===== src/design/assert_macros.svh =====
// Assertion macros shared by the checker RTL.
// Standalone header; no dependencies.
`ifndef ASSERT_MACROS_SVH
`define ASSERT_MACROS_SVH

// Property must hold at every clock edge out of reset.
`define CHK_ALWAYS(lbl, clk, rst_n, prop, msg) \
    lbl: assert property (@(posedge clk) disable iff (!rst_n) (prop)) else $error(msg);

// Same-cycle implication.
`define CHK_IMPLIES(lbl, clk, rst_n, ante, cons, msg) \
    lbl: assert property (@(posedge clk) disable iff (!rst_n) (ante) |-> (cons)) else $error(msg);

// Next-cycle implication.
`define CHK_NEXT(lbl, clk, rst_n, ante, cons, msg) \
    lbl: assert property (@(posedge clk) disable iff (!rst_n) (ante) |=> (cons)) else $error(msg);

`endif


===== src/design/icmp_erc_pkg.sv =====
// Package for the ICMP echo reply checker: widths, offsets, status codes, types.
// No dependencies.
`timescale 1ns / 1ps
`default_nettype none

package icmp_erc_pkg;

    localparam int unsigned MAX_PACKET_BYTES = 2048;
    localparam int unsigned CNT_W      = $clog2(MAX_PACKET_BYTES + 1);
    localparam int unsigned LEN_W      = 12;
    localparam int unsigned CALC_W     = ((CNT_W > LEN_W) ? CNT_W : LEN_W) + 1;
    localparam int unsigned BYTE_W     = 8;
    localparam int unsigned HW_W       = 4;
    localparam int unsigned ID_W       = 16;
    localparam int unsigned STATUS_W   = 3;
    localparam int unsigned CFG_IDX_W  = 1;
    localparam int unsigned CFG_DATA_W = 16;
    localparam int unsigned WORD_SHIFT = 2;

    localparam logic [CNT_W-1:0] CNT_MAX    = CNT_W'(MAX_PACKET_BYTES);
    localparam logic [CNT_W-1:0] OFS_PROTO  = CNT_W'(9);
    localparam logic [CNT_W-1:0] OFS_ID_LO  = CNT_W'(4);
    localparam logic [CNT_W-1:0] OFS_ID_HI  = CNT_W'(5);
    localparam logic [CNT_W-1:0] OFS_MARKER = CNT_W'(8);

    localparam logic [BYTE_W-1:0] PROTO_ICMP      = 8'd1;
    localparam logic [BYTE_W-1:0] TYPE_ECHO_REPLY = 8'd0;

    localparam logic [CALC_W-1:0] MIN_ICMP_HEADER    = CALC_W'(8);
    localparam logic [CALC_W-1:0] MIN_ICMP_WITH_DATA = CALC_W'(16);
    localparam logic [CALC_W-1:0] LEN_SAT            = CALC_W'(4095);

    localparam logic [STATUS_W-1:0] ST_OK              = 3'd0;
    localparam logic [STATUS_W-1:0] ST_NOT_ECHO_REPLY  = 3'd1;
    localparam logic [STATUS_W-1:0] ST_NOT_ICMP        = 3'd2;
    localparam logic [STATUS_W-1:0] ST_SHORT_HEADER    = 3'd3;
    localparam logic [STATUS_W-1:0] ST_ID_MISMATCH     = 3'd4;
    localparam logic [STATUS_W-1:0] ST_SHORT_DATA      = 3'd5;
    localparam logic [STATUS_W-1:0] ST_MARKER_MISMATCH = 3'd6;

    localparam logic [CFG_IDX_W-1:0] CFG_EXPECTED_ID  = 1'd0;
    localparam logic [CFG_IDX_W-1:0] CFG_MARKER_VALUE = 1'd1;

    typedef struct packed {
        logic [CNT_W-1:0]  byte_count;
        logic [HW_W-1:0]   header_words;
        logic [BYTE_W-1:0] protocol_byte;
        logic [BYTE_W-1:0] type_byte;
        logic [ID_W-1:0]   id_seen;
        logic [BYTE_W-1:0] marker_seen;
    } t_pkt_snap;

    typedef struct packed {
        logic [ID_W-1:0]   expected_id;
        logic [BYTE_W-1:0] marker_value;
    } t_cfg;

endpackage

`default_nettype wire


===== src/design/icmp_erc_if.sv =====
// Channel interfaces: packet byte stream, verdict stream, register writes.
// Depends on icmp_erc_pkg.
`timescale 1ns / 1ps
`default_nettype none

interface icmp_erc_in_if;
    import icmp_erc_pkg::*;
    logic              valid;
    logic              ready;
    logic [BYTE_W-1:0] byte_value;
    logic              last_byte;
    modport source (output valid, output byte_value, output last_byte, input ready);
    modport sink   (input valid, input byte_value, input last_byte, output ready);
endinterface

interface icmp_erc_out_if;
    import icmp_erc_pkg::*;
    logic                valid;
    logic                ready;
    logic [STATUS_W-1:0] status;
    logic [LEN_W-1:0]    icmp_length;
    modport source (output valid, output status, output icmp_length, input ready);
    modport sink   (input valid, input status, input icmp_length, output ready);
endinterface

interface icmp_erc_cfg_if;
    import icmp_erc_pkg::*;
    logic                  valid;
    logic                  ready;
    logic [CFG_IDX_W-1:0]  index;
    logic [CFG_DATA_W-1:0] data;
    modport source (output valid, output index, output data, input ready);
    modport sink   (input valid, input index, input data, output ready);
endinterface

`default_nettype wire


===== src/design/icmp_erc_capture.sv =====
// Per-byte capture: byte counter, IHL and field grabs; snapshot register on last byte.
// Depends on icmp_erc_pkg, icmp_erc_if, assert_macros.svh.
`timescale 1ns / 1ps
`default_nettype none

module icmp_erc_capture (
    input  wire                    i_clk,
    input  wire                    i_rst_n,
    icmp_erc_in_if.sink            i_in,
    output icmp_erc_pkg::t_pkt_snap o_snap,
    output logic                   o_snap_valid,
    input  wire                    i_snap_ready
);
    import icmp_erc_pkg::*;

    `include "assert_macros.svh"

    logic              in_xfer;
    logic              active;
    logic [CNT_W-1:0]  base;
    t_pkt_snap         r_pkt, n_pkt, n_upd;
    t_pkt_snap         r_snap;
    logic              r_snap_valid, n_snap_valid;

    assign i_in.ready = !r_snap_valid || i_snap_ready;
    assign in_xfer    = i_in.valid && i_in.ready;
    assign active     = (r_pkt.byte_count != CNT_MAX);

    always_comb begin
        n_upd = r_pkt;
        if (r_pkt.byte_count == '0) begin
            n_upd.header_words = i_in.byte_value[HW_W-1:0];
        end
        base = CNT_W'(n_upd.header_words) << WORD_SHIFT;
        if (active) begin
            if (r_pkt.byte_count == OFS_PROTO) begin
                n_upd.protocol_byte = i_in.byte_value;
            end
            if (r_pkt.byte_count == base) begin
                n_upd.type_byte = i_in.byte_value;
            end
            if (r_pkt.byte_count == base + OFS_ID_LO) begin
                n_upd.id_seen[BYTE_W-1:0] = i_in.byte_value;
            end
            if (r_pkt.byte_count == base + OFS_ID_HI) begin
                n_upd.id_seen[ID_W-1:BYTE_W] = i_in.byte_value;
            end
            if (r_pkt.byte_count == base + OFS_MARKER) begin
                n_upd.marker_seen = i_in.byte_value;
            end
            n_upd.byte_count = r_pkt.byte_count + CNT_W'(1);
        end else begin
            n_upd.header_words = r_pkt.header_words;
        end
    end

    always_comb begin
        n_pkt        = r_pkt;
        n_snap_valid = r_snap_valid;
        if (i_snap_ready) begin
            n_snap_valid = 1'b0;
        end
        if (in_xfer) begin
            if (i_in.last_byte) begin
                n_pkt        = '0;
                n_snap_valid = 1'b1;
            end else begin
                n_pkt = n_upd;
            end
        end
    end

    always_ff @(posedge i_clk) begin
        if (!i_rst_n) begin
            r_pkt        <= '0;
            r_snap_valid <= 1'b0;
        end else begin
            r_pkt        <= n_pkt;
            r_snap_valid <= n_snap_valid;
        end
    end

    always_ff @(posedge i_clk) begin
        if (in_xfer && i_in.last_byte) begin
            r_snap <= n_upd;
        end
    end

    assign o_snap       = r_snap;
    assign o_snap_valid = r_snap_valid;

    `CHK_ALWAYS(a_cnt_bound, i_clk, i_rst_n, r_pkt.byte_count <= CNT_MAX, "byte count past max")
    `CHK_NEXT(a_last_clears, i_clk, i_rst_n, in_xfer && i_in.last_byte, (r_pkt.byte_count == '0) && r_snap_valid, "last byte did not clear state or load snapshot")
    `CHK_NEXT(a_cnt_step, i_clk, i_rst_n, in_xfer && !i_in.last_byte && active, r_pkt.byte_count == $past(r_pkt.byte_count) + CNT_W'(1), "byte count did not advance")

endmodule

`default_nettype wire


===== src/design/icmp_erc_verdict.sv =====
// Verdict stage: length math and ordered checks on a packet snapshot; result register.
// Depends on icmp_erc_pkg, icmp_erc_if, assert_macros.svh.
`timescale 1ns / 1ps
`default_nettype none

module icmp_erc_verdict (
    input  wire                     i_clk,
    input  wire                     i_rst_n,
    input  icmp_erc_pkg::t_pkt_snap i_snap,
    input  wire                     i_snap_valid,
    output logic                    o_snap_ready,
    input  icmp_erc_pkg::t_cfg      i_cfg,
    icmp_erc_out_if.source          o_out
);
    import icmp_erc_pkg::*;

    `include "assert_macros.svh"

    logic [CALC_W-1:0]   cnt_ext, hdr_ext, diff;
    logic                neg;
    logic [LEN_W-1:0]    shown;
    logic [STATUS_W-1:0] status;
    logic                load;
    logic                r_out_valid, n_out_valid;
    logic [STATUS_W-1:0] r_status;
    logic [LEN_W-1:0]    r_icmp_length;

    always_comb begin
        cnt_ext = CALC_W'(i_snap.byte_count);
        hdr_ext = CALC_W'(i_snap.header_words) << WORD_SHIFT;
        neg     = cnt_ext < hdr_ext;
        diff    = cnt_ext - hdr_ext;
        if (neg) begin
            shown = '0;
        end else if (diff > LEN_SAT) begin
            shown = LEN_W'(LEN_SAT);
        end else begin
            shown = diff[LEN_W-1:0];
        end

        if (i_snap.protocol_byte != PROTO_ICMP) begin
            status = ST_NOT_ICMP;
        end else if (neg || diff < MIN_ICMP_HEADER) begin
            status = ST_SHORT_HEADER;
        end else if (i_snap.type_byte != TYPE_ECHO_REPLY) begin
            status = ST_NOT_ECHO_REPLY;
        end else if (i_snap.id_seen != i_cfg.expected_id) begin
            status = ST_ID_MISMATCH;
        end else if (diff < MIN_ICMP_WITH_DATA) begin
            status = ST_SHORT_DATA;
        end else if (i_snap.marker_seen != i_cfg.marker_value) begin
            status = ST_MARKER_MISMATCH;
        end else begin
            status = ST_OK;
        end
    end

    assign o_snap_ready = !r_out_valid || o_out.ready;
    assign load         = i_snap_valid && o_snap_ready;

    always_comb begin
        n_out_valid = r_out_valid;
        if (o_out.ready) begin
            n_out_valid = 1'b0;
        end
        if (load) begin
            n_out_valid = 1'b1;
        end
    end

    always_ff @(posedge i_clk) begin
        if (!i_rst_n) begin
            r_out_valid <= 1'b0;
        end else begin
            r_out_valid <= n_out_valid;
        end
    end

    always_ff @(posedge i_clk) begin
        if (load) begin
            r_status      <= status;
            r_icmp_length <= shown;
        end
    end

    assign o_out.valid       = r_out_valid;
    assign o_out.status      = r_status;
    assign o_out.icmp_length = r_icmp_length;

    `CHK_IMPLIES(a_ok_len, i_clk, i_rst_n, r_out_valid && (r_status == ST_OK), r_icmp_length >= LEN_W'(16), "ok verdict on short packet")
    `CHK_IMPLIES(a_short_data_len, i_clk, i_rst_n, r_out_valid && (r_status == ST_SHORT_DATA), (r_icmp_length >= LEN_W'(8)) && (r_icmp_length < LEN_W'(16)), "short data verdict with wrong length")
    `CHK_NEXT(a_load_shows, i_clk, i_rst_n, load, r_out_valid && (r_status == $past(status)), "snapshot verdict not registered")

endmodule

`default_nettype wire


===== src/design/icmp_erc_core_top.sv =====
// Configuration registers: expected identifier and marker, written over the cfg channel.
// Depends on icmp_erc_pkg and icmp_erc_if.
`timescale 1ns / 1ps
`default_nettype none

module icmp_erc_cfg_regs (
    input  wire                 i_clk,
    input  wire                 i_rst_n,
    icmp_erc_cfg_if.sink        i_cfg,
    output icmp_erc_pkg::t_cfg  o_cfg
);
    import icmp_erc_pkg::*;

    logic cfg_xfer;
    t_cfg r_cfg, n_cfg;

    assign i_cfg.ready = 1'b1;
    assign cfg_xfer    = i_cfg.valid && i_cfg.ready;

    always_comb begin
        n_cfg = r_cfg;
        if (cfg_xfer) begin
            case (i_cfg.index)
                CFG_EXPECTED_ID:  n_cfg.expected_id  = i_cfg.data[ID_W-1:0];
                CFG_MARKER_VALUE: n_cfg.marker_value = i_cfg.data[BYTE_W-1:0];
                default:          n_cfg = r_cfg;
            endcase
        end
    end

    always_ff @(posedge i_clk) begin
        if (!i_rst_n) begin
            r_cfg <= '0;
        end else begin
            r_cfg <= n_cfg;
        end
    end

    assign o_cfg = r_cfg;

endmodule

`default_nettype wire


===== src/design/icmp_echo_reply_checker_core.sv =====
// ICMP echo reply checker, top level; one packet byte per cycle, one verdict per packet.
// Verdict path: snapshot register, then result register (two stages).
// Throughput: one byte per cycle; input stalls only with snapshot and result both held.
// Reset (i_rst_n low, synchronous) clears packet state, registers and valids.
// Depends on icmp_erc_pkg, icmp_erc_if, icmp_erc_cfg_regs, capture and verdict.
`timescale 1ns / 1ps
`default_nettype none

module icmp_echo_reply_checker_core (
    input  wire            i_clk,
    input  wire            i_rst_n,
    icmp_erc_in_if.sink    i_in,
    icmp_erc_cfg_if.sink   i_cfg,
    icmp_erc_out_if.source o_out
);
    import icmp_erc_pkg::*;

    t_cfg      cfg;
    t_pkt_snap snap;
    logic      snap_valid;
    logic      snap_ready;

    icmp_erc_cfg_regs u_cfg (
        .i_clk   (i_clk),
        .i_rst_n (i_rst_n),
        .i_cfg   (i_cfg),
        .o_cfg   (cfg)
    );

    icmp_erc_capture u_capture (
        .i_clk        (i_clk),
        .i_rst_n      (i_rst_n),
        .i_in         (i_in),
        .o_snap       (snap),
        .o_snap_valid (snap_valid),
        .i_snap_ready (snap_ready)
    );

    icmp_erc_verdict u_verdict (
        .i_clk        (i_clk),
        .i_rst_n      (i_rst_n),
        .i_snap       (snap),
        .i_snap_valid (snap_valid),
        .o_snap_ready (snap_ready),
        .i_cfg        (cfg),
        .o_out        (o_out)
    );

endmodule

`default_nettype wire


===== src/flat_wrapper.sv =====
// flat-port wrapper written by rule: the top's interface ports become plain ports
module icmp_echo_reply_checker_core_flat import icmp_erc_pkg::*;
  (i_clk, i_rst_n, i_in_valid, i_in_byte_value, i_in_last_byte, i_in_ready, i_cfg_valid, i_cfg_index, i_cfg_data, i_cfg_ready, o_out_valid, o_out_status, o_out_icmp_length, o_out_ready);
  icmp_erc_in_if i_in_i ();
  icmp_erc_cfg_if i_cfg_i ();
  icmp_erc_out_if o_out_i ();
  input  wire i_clk;
  input  wire i_rst_n;
  input wire logic [$bits(i_in_i.valid)-1:0] i_in_valid;
  input wire logic [$bits(i_in_i.byte_value)-1:0] i_in_byte_value;
  input wire logic [$bits(i_in_i.last_byte)-1:0] i_in_last_byte;
  output wire logic [$bits(i_in_i.ready)-1:0] i_in_ready;
  input wire logic [$bits(i_cfg_i.valid)-1:0] i_cfg_valid;
  input wire logic [$bits(i_cfg_i.index)-1:0] i_cfg_index;
  input wire logic [$bits(i_cfg_i.data)-1:0] i_cfg_data;
  output wire logic [$bits(i_cfg_i.ready)-1:0] i_cfg_ready;
  output wire logic [$bits(o_out_i.valid)-1:0] o_out_valid;
  output wire logic [$bits(o_out_i.status)-1:0] o_out_status;
  output wire logic [$bits(o_out_i.icmp_length)-1:0] o_out_icmp_length;
  input wire logic [$bits(o_out_i.ready)-1:0] o_out_ready;
  assign i_in_i.valid = i_in_valid;
  assign i_in_i.byte_value = i_in_byte_value;
  assign i_in_i.last_byte = i_in_last_byte;
  assign i_in_ready = i_in_i.ready;
  assign i_cfg_i.valid = i_cfg_valid;
  assign i_cfg_i.index = i_cfg_index;
  assign i_cfg_i.data = i_cfg_data;
  assign i_cfg_ready = i_cfg_i.ready;
  assign o_out_valid = o_out_i.valid;
  assign o_out_status = o_out_i.status;
  assign o_out_icmp_length = o_out_i.icmp_length;
  assign o_out_i.ready = o_out_ready;
  icmp_echo_reply_checker_core u_core (.i_clk(i_clk), .i_rst_n(i_rst_n), .i_in(i_in_i), .i_cfg(i_cfg_i), .o_out(o_out_i));
endmodule

===== config.mk =====
export PLATFORM = sky130hd
export DESIGN_NAME = icmp_echo_reply_checker_core_flat
export DESIGN_NICKNAME = d
export VERILOG_FILES = /design/src/design/icmp_erc_pkg.sv /design/src/design/icmp_erc_if.sv /design/src/design/icmp_erc_capture.sv /design/src/design/icmp_erc_verdict.sv /design/src/design/icmp_erc_core_top.sv /design/src/design/icmp_echo_reply_checker_core.sv /design/src/flat_wrapper.sv
export VERILOG_INCLUDE_DIRS = /design/src /design/src/design
export SDC_FILE = /design/constraint.sdc
export NUM_CORES = 1
export LEC_CHECK = 0
export BUFFER_PORTS_ARGS = -buffer_cell sky130_fd_sc_hd__buf_2
export CAP_MARGIN = 20
export CELL_PAD_IN_SITES_DETAIL_PLACEMENT = 1
export CELL_PAD_IN_SITES_GLOBAL_PLACEMENT = 2
export CORE_MARGIN = 2
export CORE_UTILIZATION = 40
export DETAILED_ROUTE_END_ITERATION = 8
export HOLD_SLACK_MARGIN = 0.03
export PLACE_DENSITY = 0.91
export SETUP_SLACK_MARGIN = 0.4
export SLEW_MARGIN = 20
export SYNTH_ARGS = -nofsm -noshare
export SYNTH_HDL_FRONTEND = slang
export SYNTH_SLANG_ARGS = --single-unit

===== constraint.sdc =====
create_clock -name i_clk -period 4.7 [get_ports i_clk]
set_input_delay 1.175 -clock i_clk [delete_from_list [all_inputs] [get_ports i_clk]]
set_output_delay 1.175 -clock i_clk [all_outputs]
set_load 0.03 [all_outputs]

==> qor.txt, run 1 <==
Initial antenna violation count: 0
Die Wd: 140.4 um
Worst VDD drop: 0.2819 mV
Final cell utilization of the core: 0.4666
R2r setup slk: 650 ps
Clk Latency, worst-skew pair: 430 ps
Setup ws final: 652.3 ps
Chip height: 140.4 um
Clk root buf: clkbuf_16
Final setup vio count: 0
Max-Cap Viols: 0
DR DRC count: 0
Setup repair bufs after CTS: 0
Placement Cell Area: 7889 um^2
Post-synthesis sequential area ratio: 0.5067
Pre-CTS setup slack: 292.9 ps
Startpoint Class: register
Ranking of synthesized cells by area: edfxtp_1 (29%), dfxtp_1 (22%), mux2_2 (4.7%)
H-tree Lvls: 4
Final Total Pwr: 2.956 mW
CP max-delay cell: o41ai_1
Leading area contributor after synthesis: edfxtp_1
TritonCTS clock tree: done
FFs w/ async S/R, synth: 0
Iter 0 DRT Violations: 323
Grt ovf: 0
Synth cell types: 66
Post-Synthesis Cells: 704
First-pass GRT wire length: 30960 um
Cells along the critical path: inv_1, ha_1, nor3b_2, and4_2, mux2i_4, inv_1, ha_1, xor2_1, a211o_1, o41ai_1, buf_4, o31a_1, nand2_1, o21ai_0
Syn_nets: 745
R2r worst-path depth: 14
Pwr Density: 350.3 nW/um^2
Top Ports: 49
IO Port Bufs: 47
Worst-path fanout max: 9
Status: complete, no violations
Reg clk slew, reported paths: 60 ps
Tmin final: 4048 ps
Fin Hold WS: 469.2 ps
CP top delay family: compound AO/OA/AOI/OAI gates
Yosys warns: 0
Routed WL: 19360 um
Nets: 783
Number of synthesized register bits: 153
Dominant synthesized flop cell: dfxtp_1
Worst Max-Slew Pin Slew: 1015 ps
Hold_sp: u_core.u_capture.r_pkt[9]$_SDFFE_PN0P_
Largest net degree at the start of global routing: 92
Commonest non-fill, non-tap cell in the layout: nand2_1
ANT cells: 0
DR vias: 5504
Cell total after placement: 952
1st-pass router iterations: 4
Finished Layout Cells: 983
Met3 Use GR: 0.03521
Mean post-synth cell area: 10.58 um^2
ANT nets after route: 0
Crit Reg-Reg Endpoint: u_core.u_capture.o_snap[10]$_DFFE_PP_
Buf+Inv Stages, Crit Path: 3
WS Path Type: reg2reg
Sum Neg Setup Slack: 0 ps
Die area: 19720 um^2
Hold path endpoint: u_core.u_capture.r_pkt[9]$_SDFFE_PN0P_
Final Hold Vio Count: 0
Leak: 3.160 nW
RSZ-0062 raised after global routing: no
Wire per inst: 19.69 um
RePlAce Congestion: 0.9011
Starting Density: 0.4118
CP Data Arrival Time: 4250 ps
Layout area overhead: 13.31%
Design area: 8438 um^2
DP HPWL: 13640 um
Via density: 5.599
Critical Path End Type: register
Required time worst endpoint: 4910 ps
EDFF count, synth: 71
RR Startpoint: u_core.u_capture.r_pkt[44]$_SDFFE_PN0P_
CORE AREA: 18090 um^2
Most frequent cells in the layout: nand2_1 (83), dfxtp_1 (82), edfxtp_1 (71), buf_2 (47), o21ai_0 (39)
Vias in the first global route: 5871
Slew Limit Headroom: 0.3178
Worst Hold Class: reg2reg
Clock skew: 8.190 ps
Clock buffer depth: 2
Final worst path period share: 0.8612
GR peak layer: met2
Layout cell share with drive strength beyond 1: 0.1883
Grt met1 use: 0.2501
CP peak stage delay: 410 ps
Post-Syn Area: 7447 um^2
Final Max Tran Viols: 0
Rows: 49
Hold-critical path depth: 2
Inserted Clock Buffers: 17
Synth top area share: 0.2863
CTS Sinks: 153
Fmax achieved: 247.1 MHz
Met2 usage: 0.3483
Gr usage total: 0.2024
==> logic make-up (layout without fill, tap and decap cells) <==
logic type                 count (synthesis)  count (layout)  share of synthesized area
other                                      1               1                  0.0005035
and+or+nand+nor                          237             237                     0.1699
AOI/OAI and AO/OA                        154             154                     0.1517
DFF                                      153             153                     0.5067
buffers and inverters                     60             110                    0.03444
xor gates and xnor gates                  43              43                    0.05057
adders and majority gates                 10              10                    0.01781
muxes                                     46              46                    0.06838
==> sequential cells by signal, summed over array words and instances, names as in the netlist <==
name and cells:
u_core.u_cfg.o_cfg 24, u_core.u_capture.r_pkt 56, u_core.u_verdict.o_out.icmp_length 12, u_core.u_capture.o_snap 56, u_core.u_verdict.o_out.status 3, u_core.u_capture.o_snap_valid 1
u_core.u_verdict.o_out.valid 1
==> final cells by class <==
cell class	instances	area, um^2
Fill cell	1963	9648
Tap cell	229	286.5
Clock buffer	24	471.7
Inverter	17	63.81
Timing Repair Buffer	62	347.8
Clock inverter	7	51.30
Sequential cell	153	3774
Multi-Input combinational cell	491	3443
==> metal layers <==
layer	share of wire	vias up
li1	-	2647
met1	0.45	2721
met2	0.49	104
met3	0.035	32
met4	0.022	0
met5	0	-
==> worst max path at each step <==
stage | startpoint | end | depth (start not counted)
2_1_floorplan | i_in_byte_value[0] | u_core.u_capture.o_snap[19]$_DFFE_PP_ | 11
3_3_place_gp | u_core.u_capture.r_pkt[44]$_SDFFE_PN0P_ | u_core.u_capture.o_snap[22]$_DFFE_PP_ | 14
3_5_place_dp | u_core.u_capture.r_pkt[44]$_SDFFE_PN0P_ | u_core.u_capture.o_snap[22]$_DFFE_PP_ | 14
4_1_cts | u_core.u_capture.r_pkt[44]$_SDFFE_PN0P_ | u_core.u_capture.o_snap[20]$_DFFE_PP_ | 14
5_1_grt | u_core.u_capture.r_pkt[44]$_SDFFE_PN0P_ | u_core.u_capture.o_snap[10]$_DFFE_PP_ | 14
6_report | u_core.u_capture.r_pkt[44]$_SDFFE_PN0P_ | u_core.u_capture.o_snap[10]$_DFFE_PP_ | 14
==> Yosys cell counts (6+ instances only) <==
cell type and count:
a22o_1 8, a22oi_1 16, a21oi_1 11, edfxtp_1 71, nor3_1 6, xor2_1 28
a41oi_1 9, nand3_1 31, xnor2_1 15, and3_1 18, o22ai_1 8, mux2_1 8
clkbuf_1 33, dfxtp_1 82, a21boi_0 26, inv_1 16, mux2i_1 7, o2bb2ai_1 8
nor4_1 9, mux2_2 31, o21ai_0 39, nor2b_1 28, and2_1 11, nand2_1 83
nor2_1 20, ha_1 9
==> timing repair <==
item,in CTS,in global routing
endpoints found under the setup margin,8,9
cloned,0,0
gates resized for setup,2,4
hold buffers,0,0
==> report_power, final <==
| part | switching [mW] | internal (mW) | total, mW |
|---|---|---|---|
| logic | 0.170 | 0.0969 | 0.267 |
| clock network | 0.532 | 0.700 | 1.23 |
| registers | 0.0228 | 1.43 | 1.46 |
==> worst reg2reg max path, stage by stage, from the launching register on <==
cell     delay, ps
dfxtp_1        350
inv_1          110
ha_1           180
nor3b_2        270
and4_2         330
mux2i_4        290
inv_1          110
ha_1           310
xor2_1         150
a211o_1        290
o41ai_1        410
buf_4          210
o31a_1         180
nand2_1        230
o21ai_0        410
(Power assumes the default switching activity.)
==> run 2: changes to the inputs <==
--- a/config.mk
+++ b/config.mk
@@ -12,6 +12,7 @@
 export CELL_PAD_IN_SITES_GLOBAL_PLACEMENT = 2
 export CORE_MARGIN = 2
 export CORE_UTILIZATION = 40
+export CTS_BUF_LIST = sky130_fd_sc_hd__clkbuf_16
 export DETAILED_ROUTE_END_ITERATION = 8
 export HOLD_SLACK_MARGIN = 0.03
 export PLACE_DENSITY = 0.91
==> qor.txt, run 2 (synthesis gave the netlist of run 1 again) <==
Die Wd: 140.4 um
Worst Hold Class: reg2reg
Die area: 19720 um^2
Most frequent cells in the layout: nand2_1 (83), dfxtp_1 (82), edfxtp_1 (71), buf_2 (47), o21ai_0 (39)
Sw frac: 0.2482
Via density: 5.582
Fmax achieved: 246.1 MHz
First-pass GRT wire length: 30870 um
Cells along the critical path: inv_1, ha_1, nor3b_2, and4_2, mux2i_4, inv_1, ha_1, xor2_1, a211o_1, o41ai_1, buf_4, o31a_1, nand2_1, o21ai_0
Reg clk slew, reported paths: 60 ps
Seq pwr share: 0.501
RSZ-0062 raised after global routing: no
Top Ports: 49
Layout cell share with drive strength beyond 1: 0.1870
Nets: 783
H-tree Lvls: 4
RePlAce Congestion: 0.9011
Fillers: 1968
Routed WL: 19260 um
CP Data Arrival Time: 4270 ps
Final setup vio count: 0
Grt ovf: 0
Clk Latency, worst-skew pair: 430 ps
Slew Limit Headroom: 0.3239
Clock skew: 8.148 ps
Wire per inst: 19.59 um
ANT nets after route: 0
Finished Layout Cells: 983
WS Path Type: reg2reg
Cell total after placement: 952
DR DRC count: 0
Chip height: 140.4 um
Vias in the first global route: 5844
CP peak stage delay: 420 ps
TritonCTS clock tree: done
Leak: 3.172 nW
Pwr Density: 345.7 nW/um^2
Iter 0 DRT Violations: 278
R2r setup slk: 640 ps
Final Hold Vio Count: 0
IO Port Bufs: 47
Critical Path End Type: register
Initial antenna violation count: 0
Final worst path period share: 0.8644
1st-pass router iterations: 4
Worst-path fanout max: 9
Rows: 49
Status: complete, no violations
Hold_buf cts: 0
Starting Density: 0.4118
Sum Neg Setup Slack: 0 ps
ANT cells: 0
Sw power: 722.2 uW
CTS Sinks: 153
Required time worst endpoint: 4900 ps
Power share of the combinational group: 0.092
Clock share of power: 0.407
Worst Max-Slew Pin Slew: 1006 ps
Final Max Tran Viols: 0
DP HPWL: 13640 um
Clk root buf: clkbuf_16
Startpoint Class: register
DR vias: 5487
Tmin final: 4063 ps
CP max-delay cell: o41ai_1
Commonest non-fill, non-tap cell in the layout: nand2_1
Worst VDD drop: 0.2815 mV
Gr usage total: 0.2018
CORE AREA: 18090 um^2
Final cell utilization of the core: 0.4654
Max-Cap Viols: 0
Fin Hold WS: 470.8 ps
Cell internal pwr: 2.188 mW
Largest net degree at the start of global routing: 92
Clock buffer depth: 2
Layout area overhead: 13.04%
Inserted Clock Buffers: 17
## run 2: changes by cell type in the layout (fill, tap and decap cells not counted)
cell / change
clkbuf_1: -5
inv_1: +5
clkbuf_8: -2
clkinv_1: +1
inv_2: +1
## run 2: area by class of cell
type | instances | area (um^2) | share of cell area
multi-input combinational | 491 | 3443 | 0.4090
inverter | 17 | 63.81 | 0.007580
sequential | 153 | 3774 | 0.4483
timing repair buffer | 62 | 347.8 | 0.04132
tap | 229 | 286.5 | 0.03404
clock buffer | 17 | 425.4 | 0.05054
clock inverter | 14 | 77.57 | 0.009215
## run 2: critical path: cells and delay by family, from the launching register on
family                     cells  cell delay [ps]
buffers and inverters          3              430
AOI/OAI and AO/OA              4             1300
xor gates and xnor gates       1              150
DFF                            1              350
muxes                          1              290
and+or+nand+nor                3              830
adders and majority gates      2              490
## run 2: stage by stage
stage | instance area [um^2] | setup WS, ps | power (mW)
after floorplan | 7447 | 551.0 | 1.659
after global placement | 7889 | 517.3 | 1.737
after detailed placement | 7889 | 292.9 | 1.749
after CTS | 8397 | 440.2 | 2.934
after global routing | 8418 | 420.6 | 3.011
final | 8418 | 637.4 | 2.910
## run 2: power by group through the flow
stage | sequential, mW | clock (mW) | combinational (mW)
3_3_place_gp | 1.48 | 0 | 0.253
6_report | 1.46 | 1.19 | 0.267
2_1_floorplan | 1.49 | 0 | 0.171
5_1_grt | 1.46 | 1.26 | 0.293
3_5_place_dp | 1.49 | 0 | 0.263
4_1_cts | 1.46 | 1.21 | 0.266
## run 2: repair_timing
item                                   CTS  global route
setup endpoints to repair                8             9
gates cloned                             0             0
setup buffers                            0             0
gates resized for setup                  2             4
endpoints found under the hold margin    0             0
## run 2: worst paths after layout
path,depth (start not counted),startpoint,to
max,14,u_core.u_capture.r_pkt[44]$_SDFFE_PN0P_,u_core.u_capture.o_snap[10]$_DFFE_PP_
min,2,u_core.u_capture.r_pkt[9]$_SDFFE_PN0P_,u_core.u_capture.r_pkt[9]$_SDFFE_PN0P_
max reg2reg,14,u_core.u_capture.r_pkt[44]$_SDFFE_PN0P_,u_core.u_capture.o_snap[10]$_DFFE_PP_
min reg2reg,2,u_core.u_capture.r_pkt[9]$_SDFFE_PN0P_,u_core.u_capture.r_pkt[9]$_SDFFE_PN0P_
## run 2: metal layers
layer,part of all wire,vias to the layer above,track usage,wire (um)
met1,0.44,2688,0.2510,8428
met5,0,-,0,0
met4,0.023,0,0.08772,445
li1,-,2642,-,-
met2,0.49,124,0.3455,9487
met3,0.047,33,0.03521,896
==> run 3: changes to the inputs <==
--- a/config.mk
+++ b/config.mk
@@ -10,6 +10,7 @@
 export CAP_MARGIN = 20
 export CELL_PAD_IN_SITES_DETAIL_PLACEMENT = 1
 export CELL_PAD_IN_SITES_GLOBAL_PLACEMENT = 2
+export CORE_ASPECT_RATIO = 0.9
 export CORE_MARGIN = 2
 export CORE_UTILIZATION = 40
 export CTS_BUF_LIST = sky130_fd_sc_hd__clkbuf_16
==> qor.txt, run 3 (synthesis gave the netlist of run 1 again) <==
Vias in the first global route: 5783
DR DRC count: 0
ANT cells: 0
Final Max Tran Viols: 0
Layout area overhead: 15.32%
Grt ovf: 0
Inserted Clock Buffers: 17
Layout cell share with drive strength beyond 1: 0.1921
Largest net degree at the start of global routing: 92
WS Path Type: reg2reg
First-pass GRT wire length: 31680 um
Most frequent cells in the layout: nand2_1 (83), dfxtp_1 (82), edfxtp_1 (71), buf_2 (47), o21ai_0 (39)
Final Hold Vio Count: 0
Die area: 19730 um^2
Final worst path period share: 0.8717
Pre-CTS setup slack: 278.7 ps
Worst Max-Slew Pin Slew: 1029 ps
Status: complete, no violations
Leak: 3.242 nW
Wire per inst: 19.98 um
Final setup vio count: 0
RePlAce Congestion: 0.8842
Hold path endpoint: u_core.u_capture.r_pkt[10]$_SDFFE_PN0P_
Die Wd: 147.8 um
TritonCTS clock tree: done
Max-Cap Viols: 0
Worst Hold Class: reg2reg
Chip height: 133.4 um
Cell total after placement: 968
Pwr Density: 376.7 nW/um^2
Clock buffer depth: 2
Crit Reg-Reg Endpoint: u_core.u_capture.o_snap[16]$_DFFE_PP_
CTS Sinks: 153
CP Data Arrival Time: 4270 ps
Reg clk slew, reported paths: 70 ps
Clk root buf: clkbuf_16
H-tree Lvls: 4
R2r worst-path depth: 14
Setup repair bufs after CTS: 0
Hold_buf cts: 0
Finished Layout Cells: 1000
1st-pass router iterations: 5
Gr usage total: 0.2084
RSZ-0062 raised after global routing: no
Tmin final: 4097 ps
RR Startpoint: u_core.u_capture.r_pkt[44]$_SDFFE_PN0P_
Commonest non-fill, non-tap cell in the layout: nand2_1
DR vias: 5546
Sum Neg Setup Slack: 0 ps
Via density: 5.546
Rows: 47
Iter 0 DRT Violations: 362
Top Ports: 49
DP HPWL: 13610 um
Nets: 783
Worst VDD drop: 0.2494 mV
Hold-critical path depth: 2
Clk Latency, worst-skew pair: 430 ps
Critical Path End Type: register
ANT nets after route: 0
Worst-path fanout max: 8
IO Port Bufs: 47
Startpoint Class: register
Fmax achieved: 244.1 MHz
R2r setup slk: 600 ps
Fin Hold WS: 467.8 ps
Slew Limit Headroom: 0.3080
Clock skew: 10.44 ps
CORE AREA: 18350 um^2
Initial antenna violation count: 0
Setup ws final: 602.8 ps
Starting Density: 0.4059
Required time worst endpoint: 4870 ps
Routed WL: 19980 um
Hold_sp: u_core.u_capture.r_pkt[10]$_SDFFE_PN0P_
==> run 3: worst max-delay path by stage <==
stage	startpoint	end	slack (ps)
2_1_floorplan	i_in_byte_value[0]	u_core.u_capture.o_snap[19]$_DFFE_PP_	550
3_3_place_gp	u_core.u_capture.r_pkt[44]$_SDFFE_PN0P_	u_core.u_capture.o_snap[21]$_DFFE_PP_	530
3_5_place_dp	u_core.u_capture.r_pkt[44]$_SDFFE_PN0P_	u_core.u_capture.o_snap[22]$_DFFE_PP_	280
4_1_cts	u_core.u_capture.r_pkt[44]$_SDFFE_PN0P_	u_core.u_capture.o_snap[20]$_DFFE_PP_	430
5_1_grt	u_core.u_capture.r_pkt[44]$_SDFFE_PN0P_	u_core.u_capture.o_snap[16]$_DFFE_PP_	380
6_report	u_core.u_capture.r_pkt[44]$_SDFFE_PN0P_	u_core.u_capture.o_snap[16]$_DFFE_PP_	600
==> run 3: timing repair <==
| action | CTS | global route |
|---|---|---|
| setup endpoints to repair | 8 | 9 |
| gates resized for setup | 1 | 3 |
| endpoints found under the hold margin | 0 | 0 |
| pin swaps | 0 | 0 |
==> run 3: layout make-up <==
type                    instances  area [um^2]
well taps                     245        306.5
clock inverters                12        157.7
clock buffers                  20        500.5
inverters                      17        63.81
flip-flops and latches        153         3774
repair buffers                 62        347.8
fillers                      2029         9759
multi-input cells             491         3438
==> run 3: per-layer routing <==
metal  up-vias  GRT usage  part of all wire
li1       2638          -                 -
met1      2748     0.2804              0.46
met4         0    0.06085             0.012
met3        19    0.03938             0.042
met5         -          0                 0
met2       141     0.3442              0.48
==> run 3: power by group <==
group / total, mW / leakage [nW] / internal [mW] / switching [mW]
combinational: 0.269 / 1.58 / 0.0965 / 0.172
sequential: 1.46 / 1.33 / 1.43 / 0.0238
clock: 1.51 / 0.333 / 0.936 / 0.573
total: 3.24 / 3.24 / 2.47 / 0.768
==> run 3: through the flow <==
stage                     power [mW]  cell area, um^2  utilization
final                          3.235             8588       0.4681
after global routing           3.351             8588       0.4681
after CTS                      3.266             8572       0.4672
after detailed placement       1.751             7909       0.4311
after global placement         1.739             7909       0.4311
after floorplan                1.659             7447            -
==> run 3: worst max-delay path, stage by stage (launching register included) <==
cell     delay, ps
dfxtp_1        360
inv_1          120
ha_1           200
nor3b_4        290
and4_1         290
mux2i_2        350
inv_1          120
ha_1           320
xor2_1         150
a211o_1        290
o41ai_1        350
buf_4          190
o31a_1         160
and2_2         280
mux2_1         350
